## src/hdl/crc8ce_pkg.sv

```systemverilog
// Package for the configurable CRC-8 engine.
// Holds field widths, configuration register indexes and the configuration struct.
// No dependencies.
package crc8ce_pkg;

  localparam int unsigned BYTE_W    = 8;
  localparam int unsigned CFG_IDX_W = 2;
  localparam int unsigned CFG_DATA_W = 8;

  // Configuration register indexes
  localparam logic [CFG_IDX_W-1:0] REG_POLY       = 2'd0;
  localparam logic [CFG_IDX_W-1:0] REG_REFLECTED  = 2'd1;
  localparam logic [CFG_IDX_W-1:0] REG_INIT_VALUE = 2'd2;
  localparam logic [CFG_IDX_W-1:0] REG_FINAL_XOR  = 2'd3;

  // Reset values of the configuration registers
  localparam logic [BYTE_W-1:0] POLY_RESET       = 8'h07;
  localparam logic              REFLECTED_RESET  = 1'b0;
  localparam logic [BYTE_W-1:0] INIT_VALUE_RESET = 8'h00;
  localparam logic [BYTE_W-1:0] FINAL_XOR_RESET  = 8'h00;
  localparam logic [BYTE_W-1:0] CRC_RESET        = 8'h00;

  typedef struct packed {
    logic [BYTE_W-1:0] poly;
    logic              reflected;
    logic [BYTE_W-1:0] init_value;
    logic [BYTE_W-1:0] final_xor;
  } cfg_t;

endpackage

```

## src/hdl/crc8ce_in_if.sv

```systemverilog
// Request channel carrying message bytes into the CRC-8 engine.
// Depends on crc8ce_pkg for the byte width.
interface crc8ce_in_if;
  import crc8ce_pkg::*;

  logic              valid;
  logic              ready;
  logic [BYTE_W-1:0] data_byte;
  logic              first_byte;
  logic              last_byte;

  modport source (output valid, output data_byte, output first_byte, output last_byte,
                  input ready);
  modport sink   (input valid, input data_byte, input first_byte, input last_byte,
                  output ready);
endinterface

```

## src/hdl/crc8ce_out_if.sv

```systemverilog
// Result channel carrying check values out of the CRC-8 engine.
// Depends on crc8ce_pkg for the byte width.
interface crc8ce_out_if;
  import crc8ce_pkg::*;

  logic              valid;
  logic              ready;
  logic [BYTE_W-1:0] check_value;

  modport source (output valid, output check_value, input ready);
  modport sink   (input valid, input check_value, output ready);
endinterface

```

## src/hdl/crc8ce_cfg.sv

```systemverilog
// Configuration register bank of the CRC-8 engine.
// Decodes the write port into poly, reflected, init_value and final_xor.
// Depends on crc8ce_pkg.
module crc8ce_cfg (
  input  logic                             clk,
  input  logic                             rst,
  input  logic                             cfg_we,
  input  logic [crc8ce_pkg::CFG_IDX_W-1:0]  cfg_index,
  input  logic [crc8ce_pkg::CFG_DATA_W-1:0] cfg_data,
  output crc8ce_pkg::cfg_t                 cfg
);
  import crc8ce_pkg::*;

  // register writes, decoded by index
  always_ff @(posedge clk) begin
    if (rst) begin
      cfg.poly       <= POLY_RESET;
      cfg.reflected  <= REFLECTED_RESET;
      cfg.init_value <= INIT_VALUE_RESET;
      cfg.final_xor  <= FINAL_XOR_RESET;
    end else if (cfg_we) begin
      unique case (cfg_index)
        REG_POLY:       cfg.poly       <= cfg_data[BYTE_W-1:0];
        REG_REFLECTED:  cfg.reflected  <= cfg_data[0];
        REG_INIT_VALUE: cfg.init_value <= cfg_data[BYTE_W-1:0];
        REG_FINAL_XOR:  cfg.final_xor  <= cfg_data[BYTE_W-1:0];
        default: ;
      endcase
    end
  end

endmodule

```

## src/hdl/crc8ce_fold.sv

```systemverilog
// Byte fold of the CRC-8 engine: seed select, byte XOR and eight unrolled bit steps.
// Purely combinational. Depends on crc8ce_pkg.
module crc8ce_fold (
  input  logic [crc8ce_pkg::BYTE_W-1:0] crc,
  input  logic [crc8ce_pkg::BYTE_W-1:0] data_byte,
  input  logic                          first_byte,
  input  crc8ce_pkg::cfg_t              cfg,
  output logic [crc8ce_pkg::BYTE_W-1:0] folded
);
  import crc8ce_pkg::*;

  logic [BYTE_W-1:0] rpoly;
  logic [BYTE_W-1:0] acc;

  // bit-reversed polynomial for the right-shifting form
  always_comb begin
    for (int i = 0; i < BYTE_W; i++) begin
      rpoly[i] = cfg.poly[BYTE_W-1-i];
    end
  end

  // eight shift/XOR steps, direction chosen by the reflected flag
  always_comb begin
    acc = (first_byte ? cfg.init_value : crc) ^ data_byte;
    for (int s = 0; s < BYTE_W; s++) begin
      if (cfg.reflected) begin
        acc = acc[0] ? ((acc >> 1) ^ rpoly) : (acc >> 1);
      end else begin
        acc = acc[BYTE_W-1] ? ((acc << 1) ^ cfg.poly) : (acc << 1);
      end
    end
    folded = acc;
  end

endmodule

```

## src/hdl/crc8_configurable_engine_core.sv

```systemverilog
// Top level of the configurable CRC-8 engine.
// Holds the input register, CRC register and result register; uses crc8ce_cfg and crc8ce_fold.
// Depends on crc8ce_pkg, crc8ce_in_if and crc8ce_out_if.
//
// Byte-serial CRC-8 with programmable polynomial, bit order, initial value and final XOR.
// One byte is accepted per clock cycle while the pipe is not held back. A request lands in
// the input register and is then folded into the CRC register by eight unrolled
// shift/XOR steps; a byte marked last places its check value in the result register at
// that same edge, so check_value passes the input register and then the result register.
// Only the single result register can hold the pipe back: when it is full and not
// being drained, a last byte waits in the input register; bytes without the last mark
// keep flowing. first_byte reloads init_value, otherwise the CRC continues from the
// previous value (zero after reset). Write configuration only while the engine is empty.
module crc8_configurable_engine_core (
  input  logic                              clk,
  input  logic                              rst,
  crc8ce_in_if.sink                         msg,
  crc8ce_out_if.source                      chk,
  input  logic                              cfg_we,
  input  logic [crc8ce_pkg::CFG_IDX_W-1:0]  cfg_index,
  input  logic [crc8ce_pkg::CFG_DATA_W-1:0] cfg_data
);
  import crc8ce_pkg::*;

  cfg_t              cfg;
  logic              in_valid;
  logic [BYTE_W-1:0] in_data;
  logic              in_first;
  logic              in_last;
  logic [BYTE_W-1:0] crc;
  logic [BYTE_W-1:0] folded;
  logic              out_valid;
  logic [BYTE_W-1:0] out_value;
  logic              advance;

  crc8ce_cfg u_cfg (
    .clk       (clk),
    .rst       (rst),
    .cfg_we    (cfg_we),
    .cfg_index (cfg_index),
    .cfg_data  (cfg_data),
    .cfg       (cfg)
  );

  crc8ce_fold u_fold (
    .crc        (crc),
    .data_byte  (in_data),
    .first_byte (in_first),
    .cfg        (cfg),
    .folded     (folded)
  );

  // held byte moves on unless it needs the result register and that is still full
  assign advance   = in_valid && (!in_last || !out_valid || chk.ready);
  assign msg.ready = !in_valid || advance;

  // input register
  always_ff @(posedge clk) begin
    if (rst) begin
      in_valid <= 1'b0;
    end else if (msg.ready) begin
      in_valid <= msg.valid;
    end
  end

  always_ff @(posedge clk) begin
    if (msg.ready && msg.valid) begin
      in_data  <= msg.data_byte;
      in_first <= msg.first_byte;
      in_last  <= msg.last_byte;
    end
  end

  // CRC register
  always_ff @(posedge clk) begin
    if (rst) begin
      crc <= CRC_RESET;
    end else if (advance) begin
      crc <= folded;
    end
  end

  // result register
  always_ff @(posedge clk) begin
    if (rst) begin
      out_valid <= 1'b0;
    end else if (advance && in_last) begin
      out_valid <= 1'b1;
    end else if (chk.ready) begin
      out_valid <= 1'b0;
    end
  end

  always_ff @(posedge clk) begin
    if (advance && in_last) begin
      out_value <= folded ^ cfg.final_xor;
    end
  end

  assign chk.valid       = out_valid;
  assign chk.check_value = out_value;

endmodule
```

## src/flat_wrapper.sv

```systemverilog
// flat-port wrapper written by rule: the top's interface ports become plain ports
module crc8_configurable_engine_core_flat import crc8ce_pkg::*;
  (clk, rst, cfg_we, cfg_index, cfg_data, msg_valid, msg_data_byte, msg_first_byte, msg_last_byte, msg_ready, chk_valid, chk_check_value, chk_ready);
  crc8ce_in_if msg_i ();
  crc8ce_out_if chk_i ();
  input  logic clk;
  input  logic rst;
  input  logic cfg_we;
  input  logic [crc8ce_pkg::CFG_IDX_W-1:0] cfg_index;
  input  logic [crc8ce_pkg::CFG_DATA_W-1:0] cfg_data;
  input wire logic [$bits(msg_i.valid)-1:0] msg_valid;
  input wire logic [$bits(msg_i.data_byte)-1:0] msg_data_byte;
  input wire logic [$bits(msg_i.first_byte)-1:0] msg_first_byte;
  input wire logic [$bits(msg_i.last_byte)-1:0] msg_last_byte;
  output wire logic [$bits(msg_i.ready)-1:0] msg_ready;
  output wire logic [$bits(chk_i.valid)-1:0] chk_valid;
  output wire logic [$bits(chk_i.check_value)-1:0] chk_check_value;
  input wire logic [$bits(chk_i.ready)-1:0] chk_ready;
  assign msg_i.valid = msg_valid;
  assign msg_i.data_byte = msg_data_byte;
  assign msg_i.first_byte = msg_first_byte;
  assign msg_i.last_byte = msg_last_byte;
  assign msg_ready = msg_i.ready;
  assign chk_valid = chk_i.valid;
  assign chk_check_value = chk_i.check_value;
  assign chk_i.ready = chk_ready;
  crc8_configurable_engine_core u_core (.clk(clk), .rst(rst), .msg(msg_i), .chk(chk_i), .cfg_we(cfg_we), .cfg_index(cfg_index), .cfg_data(cfg_data));
endmodule
```

## config.mk

```make
export PLATFORM = sky130hd
export DESIGN_NAME = crc8_configurable_engine_core_flat
export DESIGN_NICKNAME = d
export VERILOG_FILES = /design/src/hdl/crc8ce_pkg.sv /design/src/hdl/crc8ce_in_if.sv /design/src/hdl/crc8ce_out_if.sv /design/src/hdl/crc8ce_cfg.sv /design/src/hdl/crc8ce_fold.sv /design/src/hdl/crc8_configurable_engine_core.sv /design/src/flat_wrapper.sv
export SDC_FILE = /design/constraint.sdc
export NUM_CORES = 1
export LEC_CHECK = 0
export ABC_AREA = 1
export BUFFER_PORTS_ARGS = -buffer_cell sky130_fd_sc_hd__buf_2
export CORE_ASPECT_RATIO = 1.5
export CORE_UTILIZATION = 37
export CTS_BUF_LIST = sky130_fd_sc_hd__clkbuf_4
export DETAILED_ROUTE_END_ITERATION = 10
export GPL_TIMING_DRIVEN = 0
export PLACE_DENSITY = 0.58
export SLEW_MARGIN = 30
export SYNTH_ARGS = -nofsm -noshare
export SYNTH_HDL_FRONTEND = slang
export SYNTH_SLANG_ARGS = --single-unit
```

## constraint.sdc

```tcl
create_clock -name clk -period 3.7 [get_ports clk]
set_clock_uncertainty 0.1 [all_clocks]
set_input_delay 0.185 -clock clk [delete_from_list [all_inputs] [get_ports clk]]
set_output_delay 0.185 -clock clk [all_outputs]
set_load 0.03 [all_outputs]
```

==> impl_metrics.yaml, run 1 <==
worst_setup_path:
  critPathArrivalTime_ps: 4550
  crit_top_cell: "nand2_4"
  crit_end: "u_core.chk.check_value[1]"
  crit_fanout: 7
  rr_endpoint: "u_core.chk.check_value[1]"
  rr_startpoint: "u_core.in_first"
  crit_path_end_kind: "flip-flop"
  crit_path_max_incr_delay_ps: 530
  reg2reg_depth: 36
  crit_path_top_delay_cell: "edfxtp_1"
  required_ps: 3740
  startpoint_type: "flip-flop"
  path_class: "reg -> reg"
  critPathLaunch: "u_core.in_first"
  regToRegSetupSlack_ps: -810
clock_network:
  htree_levels: 2
  clockRootBuffer: "clkbuf_4"
  cts.clk_slew.worst_paths_ps: 150
  clockBufferDepth: 2
  cts.sinks: 53
  insertion_delay_ps: 370
  numCtsBuffers: 5
  cts_tree: "yes"
timing:
  hold_slack_ps: 42.0
  final-max-slew-violation-count: 0
  setup_ws_ps: -810
  grt_setup_unrepaired: "yes"
  max_slew_margin: 0.588
  hold_violations: 0
  setup_viol: 16
  period_share: 1.22
  fmax_mhz: 222
  worstMarginPinSlew_ps: 614
  finalWorstPathRequiredPeriod_ps: 4510
power_and_ir_drop:
  clkPwrFrac: 0.090
  powerDensity_nw_per_um2: 405
  power_leakage_nw: 3.54
  ir_worst_vdd_v: 0.000324
  switching_share: 0.493
  p_int_w: 0.00152
  p_comb_frac: 0.681
  pwr-share-seq: 0.229
  p_sw_w: 0.00147
  total_power_w: 0.00299
placed_design:
  gp_congestion: 0.881
  portBuffers: 34
  dp_slack_ps: -1060
  dp_hpwl_mm: 14.1
outcome:
  violations: "negative setup slack"
  status: "complete, but fails checks"
die:
  fp-row-count: 55
  start_util: 0.379
  core_area_um2: 15100
  die_w_um: 103
  die_area_um2: 16000
  ios: 35
  fp.dieH_um: 154
route:
  firstDrtPassIters: 7
  routed_wl_mm: 18.8
  viasPerCell: 5.14
  drtIter0Drc: 274
  postRouteAntennaNets: 0
  wire_per_inst_um: 14.7
  route.detailed.drc: 0
  vias: 6599
logic_synthesis:
  synth_edf_count: 18
  yosys_warnings: 0
  synth_cells: 972
  syn_area_per_cell_um2: 5.88
  async_reset_ff_frac: 0
  ys.flop_type: "dfxtp_1"
  synth-seq-cells: 53
  synth_cell_types: 32
  netlist_area_um2: 5720
  yosysSeqAreaShare: 0.217
  syn-num-nets: 997
grt:
  antenna_found_initial: 1
  grt_pass1_vias: 6062
  grt_pass1_wl_mm: 29.4
  grt_overflow_total: 0
  grt_max_degree: 16
  grt_usage: 0.236
hold_path:
  hold_path.class: "in -> reg"
layout:
  drive_above_1_share: 0.315
  fin_nets: 1107
  syn_to_final_growth_pct: 29.2
  nFillCells: 1609
run:
  drv_cap: 0
==> logic make-up (layout without fill, tap and decap cells) <==
| kind of cell | after synthesis | in the layout | synth area share |
|---|---|---|---|
| AO/OA/AOI/OAI | 69 | 69 | 0.0668 |
| buffers and inverters | 167 | 278 | 0.143 |
| other | 0 | 1 | 0 |
| AND/OR/NAND/NOR | 683 | 683 | 0.573 |
| flip-flops | 53 | 53 | 0.217 |
==> critical path, delay by kind of cell, from the launching register on <==
kind | cells | cell delay [ps]
buf+inv | 8 | 1110
simple gates | 28 | 2540
flops | 1 | 530
==> power by group through the flow <==
stage / combinational [W] / clock [W] / sequential [W]
6_report: 0.00203 / 0.000270 / 0.000684
3_3_place_gp: 0.00162 / 0 / 0.000693
5_1_grt: 0.00224 / 0.000298 / 0.000688
3_5_place_dp: 0.00163 / 0 / 0.000694
4_1_cts: 0.00178 / 0.000279 / 0.000681
2_1_floorplan: 0.00127 / 0 / 0.000702
==> synthesized netlist by cell type, types with 14 or more instances <==
library cell / n / area share
a21oi_1: 31 / 0.027
buf_4: 17 / 0.022
dfxtp_1: 35 / 0.12
edfxtp_1: 18 / 0.095
inv_1: 95 / 0.062
inv_2: 14 / 0.0092
nand2_1: 349 / 0.23
nand2_2: 28 / 0.031
nand3_1: 226 / 0.20
nand3_2: 38 / 0.067
nor2_1: 22 / 0.014
o21ai_0: 29 / 0.025
==> routing by layer <==
layer / GRT usage / share of wire
met4: 0.124 / 0.050
met5: 0 / 0
met2: 0.440 / 0.54
met1: 0.261 / 0.39
met3: 0.0108 / 0.019
==> worst min path at each step <==
stage / from / to / slack [ps] / depth (start not counted)
after floorplan: msg_data_byte[0] / u_core.in_data[0] / 180 / 0
after global placement: msg_data_byte[4] / u_core.in_data[4] / 260 / 1
after detailed placement: msg_data_byte[1] / u_core.in_data[1] / 260 / 1
after CTS: cfg_data[5] / u_core.u_cfg.cfg[22] / 30 / 3
after global routing: cfg_data[5] / u_core.u_cfg.cfg[22] / 40 / 3
final: cfg_data[5] / u_core.u_cfg.cfg[22] / 40 / 3
==> registers in the layout, indices dropped and copies added (netlist names) <==
| name | cells |
|---|---|
| u_core.chk.check_value | 8 |
| u_core.in_data | 8 |
| u_core.u_cfg.cfg | 25 |
| u_core.in_valid | 1 |
| u_core.in_last | 1 |
| u_core.crc | 8 |
| u_core.chk.valid | 1 |
| u_core.in_first | 1 |
==> timing repair <==
| action | in CTS | in global routing |
|---|---|---|
| pin swaps | 9 | 55 |
| endpoints found under the hold margin | 14 | 0 |
| buffers inserted | 21 | 23 |
| hold buffers | 14 | 0 |
| setup endpoints to repair | 16 | 16 |
| resized for setup | 33 | 110 |
| cloned | 5 | 6 |
==> cells in the final DEF, fill, tap and decap left out, types with 3 or more instances in the layout <==
| cell | netlist | final |
|---|---|---|
| a21oi_1 | 31 | 31 |
| buf_1 | 4 | 4 |
| buf_2 | 6 | 41 |
| buf_4 | 17 | 60 |
| buf_6 | 13 | 22 |
| clkbuf_1 | 13 | 13 |
| clkbuf_4 | 0 | 7 |
| dfxtp_1 | 35 | 35 |
| dlygate4sd3_1 | 0 | 14 |
| edfxtp_1 | 18 | 18 |
| inv_1 | 95 | 84 |
| inv_2 | 14 | 23 |
| inv_4 | 2 | 4 |
| nand2_1 | 349 | 293 |
| nand2_2 | 28 | 66 |
| nand2_4 | 5 | 22 |
| nand3_1 | 226 | 189 |
| nand3_2 | 38 | 61 |
| nand3_4 | 3 | 17 |
| nand4_1 | 3 | 3 |
| nor2_1 | 22 | 20 |
| nor2_4 | 0 | 3 |
| o21ai_0 | 29 | 27 |
| o21ai_4 | 2 | 4 |
==> cell type report <==
type	instances	area (µm²)	share of cell area
Inverter	113	435	0.0590
Clock buffer	7	52.6	0.00712
Tap cell	199	249	0.0337
Antenna cell	1	2.50	0.000339
Sequential cell	53	1240	0.168
Clock inverter	1	7.51	0.00102
Buffer	54	399	0.0540
Timing Repair Buffer	103	768	0.104
Multi-Input combinational cell	752	4230	0.573
==> stage by stage <==
| step | setup TNS, ps | instance area [µm²] | std cells | utilization |
|---|---|---|---|---|
| detailed placement | -16270 | 6250 | 1205 | 0.415 |
| finish | -11790 | 7390 | 1283 | 0.490 |
| CTS | -11380 | 6760 | 1253 | 0.449 |
| global placement | -16200 | 6250 | 1205 | 0.415 |
| global route | -17400 | 7390 | 1283 | 0.490 |
| floorplan | -1550 | 5830 | 972 | - |
(Power assumes the default switching activity.)
==> inputs of run 2 (changes only) <==
CORE_UTILIZATION = 30   (was 37)
CTS_CLUSTER_SIZE = 16   (was unset)
PLACE_DENSITY = 0.5   (was 0.58)
==> run 2 against run 1 <==
Against the previous run: clock power grew 11%; final area grew 6.6%; wire length grew 7.8%; highest routed layer unchanged; register-to-register slack lost 80 ps; non-clock buffer count grew 29; first-iteration DRC count shrank 16%; power grew 9.9%; the run still ends with negative setup slack left; sequential power is essentially flat; die area grew 23%.
==> impl_metrics.yaml, run 2 (synthesis results as in run 1) <==
outcome:
  status: "complete, but fails checks"
  violations: "negative setup slack"
die:
  core_area_um2: 18600
  start_util: 0.307
  fp-row-count: 61
  ios: 35
  fp.dieH_um: 171
  die_w_um: 115
  die_area_um2: 19600
worst_setup_path:
  regToRegSetupSlack_ps: -890
  required_ps: 3790
  crit_path_max_incr_delay_ps: 520
  crit_fanout: 6
  startpoint_type: "flip-flop"
  crit_path_end_kind: "flip-flop"
  rr_startpoint: "u_core.in_first"
  path_class: "reg -> reg"
  crit_path_top_delay_cell: "edfxtp_1"
  critPathArrivalTime_ps: 4680
  rr_endpoint: "u_core.chk.check_value[2]"
  reg2reg_depth: 41
route:
  viasPerCell: 4.93
  wl_met1_mm: 7.83
  wl_met3_um: 436
  vias: 6727
  firstDrtPassIters: 5
  drtIter0Drc: 230
  routed_wl_mm: 20.3
  wl_met2_mm: 11.2
  wire_per_inst_um: 14.8
  route.detailed.drc: 0
  postRouteAntennaNets: 0
  top_layer_used: "met4"
hold_path:
  hold_path.class: "in -> reg"
  whs_path_depth: 4
  min_from: "rst"
  hold_end: "u_core.u_cfg.cfg[2]"
timing:
  finalWorstPathRequiredPeriod_ps: 4590
  hold_slack_ps: 13.4
  hold_violations: 0
  worstMarginPinSlew_ps: 632
  grt_setup_unrepaired: "yes"
  period_share: 1.24
  fmax_mhz: 218
  max_slew_margin: 0.579
  setup_ws_ps: -886
  setup_viol: 16
  final-max-slew-violation-count: 0
layout:
  layout_common_cells: "nand2_1, nand3_1, inv_1"
  syn_to_final_growth_pct: 37.8
  stdcell_count: 1365
  fin_nets: 1136
  mostFrequentLayoutCell: "nand2_1"
  regMostFlops: "u_core.u_cfg.cfg"
  drive_above_1_share: 0.357
  largest_register_ffs: 25
clock_network:
  cts.sinks: 53
  insertion_delay_ps: 420
  clockBufferDepth: 2
  cts.clk_slew.worst_paths_ps: 180
  cts_tree: "yes"
  htree_levels: 2
  clockRootBuffer: "clkbuf_4"
  numCtsBuffers: 5
power_and_ir_drop:
  powerDensity_nw_per_um2: 417
  power_leakage_nw: 3.73
  total_power_w: 0.00328
  ir_worst_vdd_v: 0.000326
grt:
  grt_usage: 0.206
  antenna_found_initial: 1
  grt_pass1_wl_mm: 31.3
  grt_overflow_total: 0
  grt_max_degree: 20
  grt_pass1_vias: 6213
placed_design:
  portBuffers: 34
  dp_hpwl_mm: 14.9
  dp_cells: 1258
  gp_congestion: 0.873
run:
  drv_cap: 0
[run 2: layout make-up]
| class | instances | area (µm²) |
|---|---|---|
| Buffer | 54 | 395 |
| Timing Repair Buffer | 132 | 1060 |
| Clock buffer | 5 | 37.5 |
| Antenna cell | 1 | 2.50 |
| Sequential cell | 53 | 1240 |
| Fill cell | 2040 | 10700 |
| Inverter | 113 | 443 |
| Multi-Input combinational cell | 752 | 4350 |
| Clock inverter | 3 | 28.8 |
| Tap cell | 252 | 315 |
[run 2: critical path, delay by kind of cell (launching register included)]
kind            cells  cell delay [ps]
buf+inv            10             1020
flops               1              520
simple gates       30             2420
compound gates      1              290
[run 2: what timing repair did]
action	CTS	global route
hold buffers	18	0
hold endpoints to repair	18	0
resized for setup	67	115
cloned	5	3
setup endpoints to repair	16	16
buffers inserted	44	28
pin swaps	20	35
[run 2: how the worst max path moves through the flow]
stage / from / end / slack (ps)
finish: u_core.in_first / u_core.chk.check_value[2] / -890
global route: u_core.in_first / u_core.chk.check_value[6] / -1210
CTS: u_core.in_first / u_core.chk.check_value[2] / -830
detailed placement: u_core.u_cfg.cfg[17] / u_core.chk.check_value[5] / -1130
global placement: u_core.u_cfg.cfg[17] / u_core.chk.check_value[5] / -1140
floorplan: u_core.in_first / u_core.chk.check_value[2] / -170
[run 2: through the flow]
stage / util / area, µm² / worst slack [ps] / setup TNS [ps]
after floorplan: - / 5830 / -168 / -1550
after global placement: 0.339 / 6320 / -1140 / -17600
after detailed placement: 0.339 / 6320 / -1130 / -17340
after CTS: 0.386 / 7200 / -832 / -12250
after global routing: 0.423 / 7880 / -1210 / -18140
final: 0.423 / 7880 / -886 / -13140
[run 2: metal layers]
metal	vias up	global-route usage
met1	3115	0.219
met2	146	0.404
met4	0	0.106
met3	43	0.00886
met5	-	0
li1	3423	-
[run 2: power breakdown]
part           internal (W)  switching, W  leakage (nW)
clock             0.0000829      0.000218        0.0377
sequential         0.000655     0.0000286         0.459
combinational      0.000936       0.00136          3.23
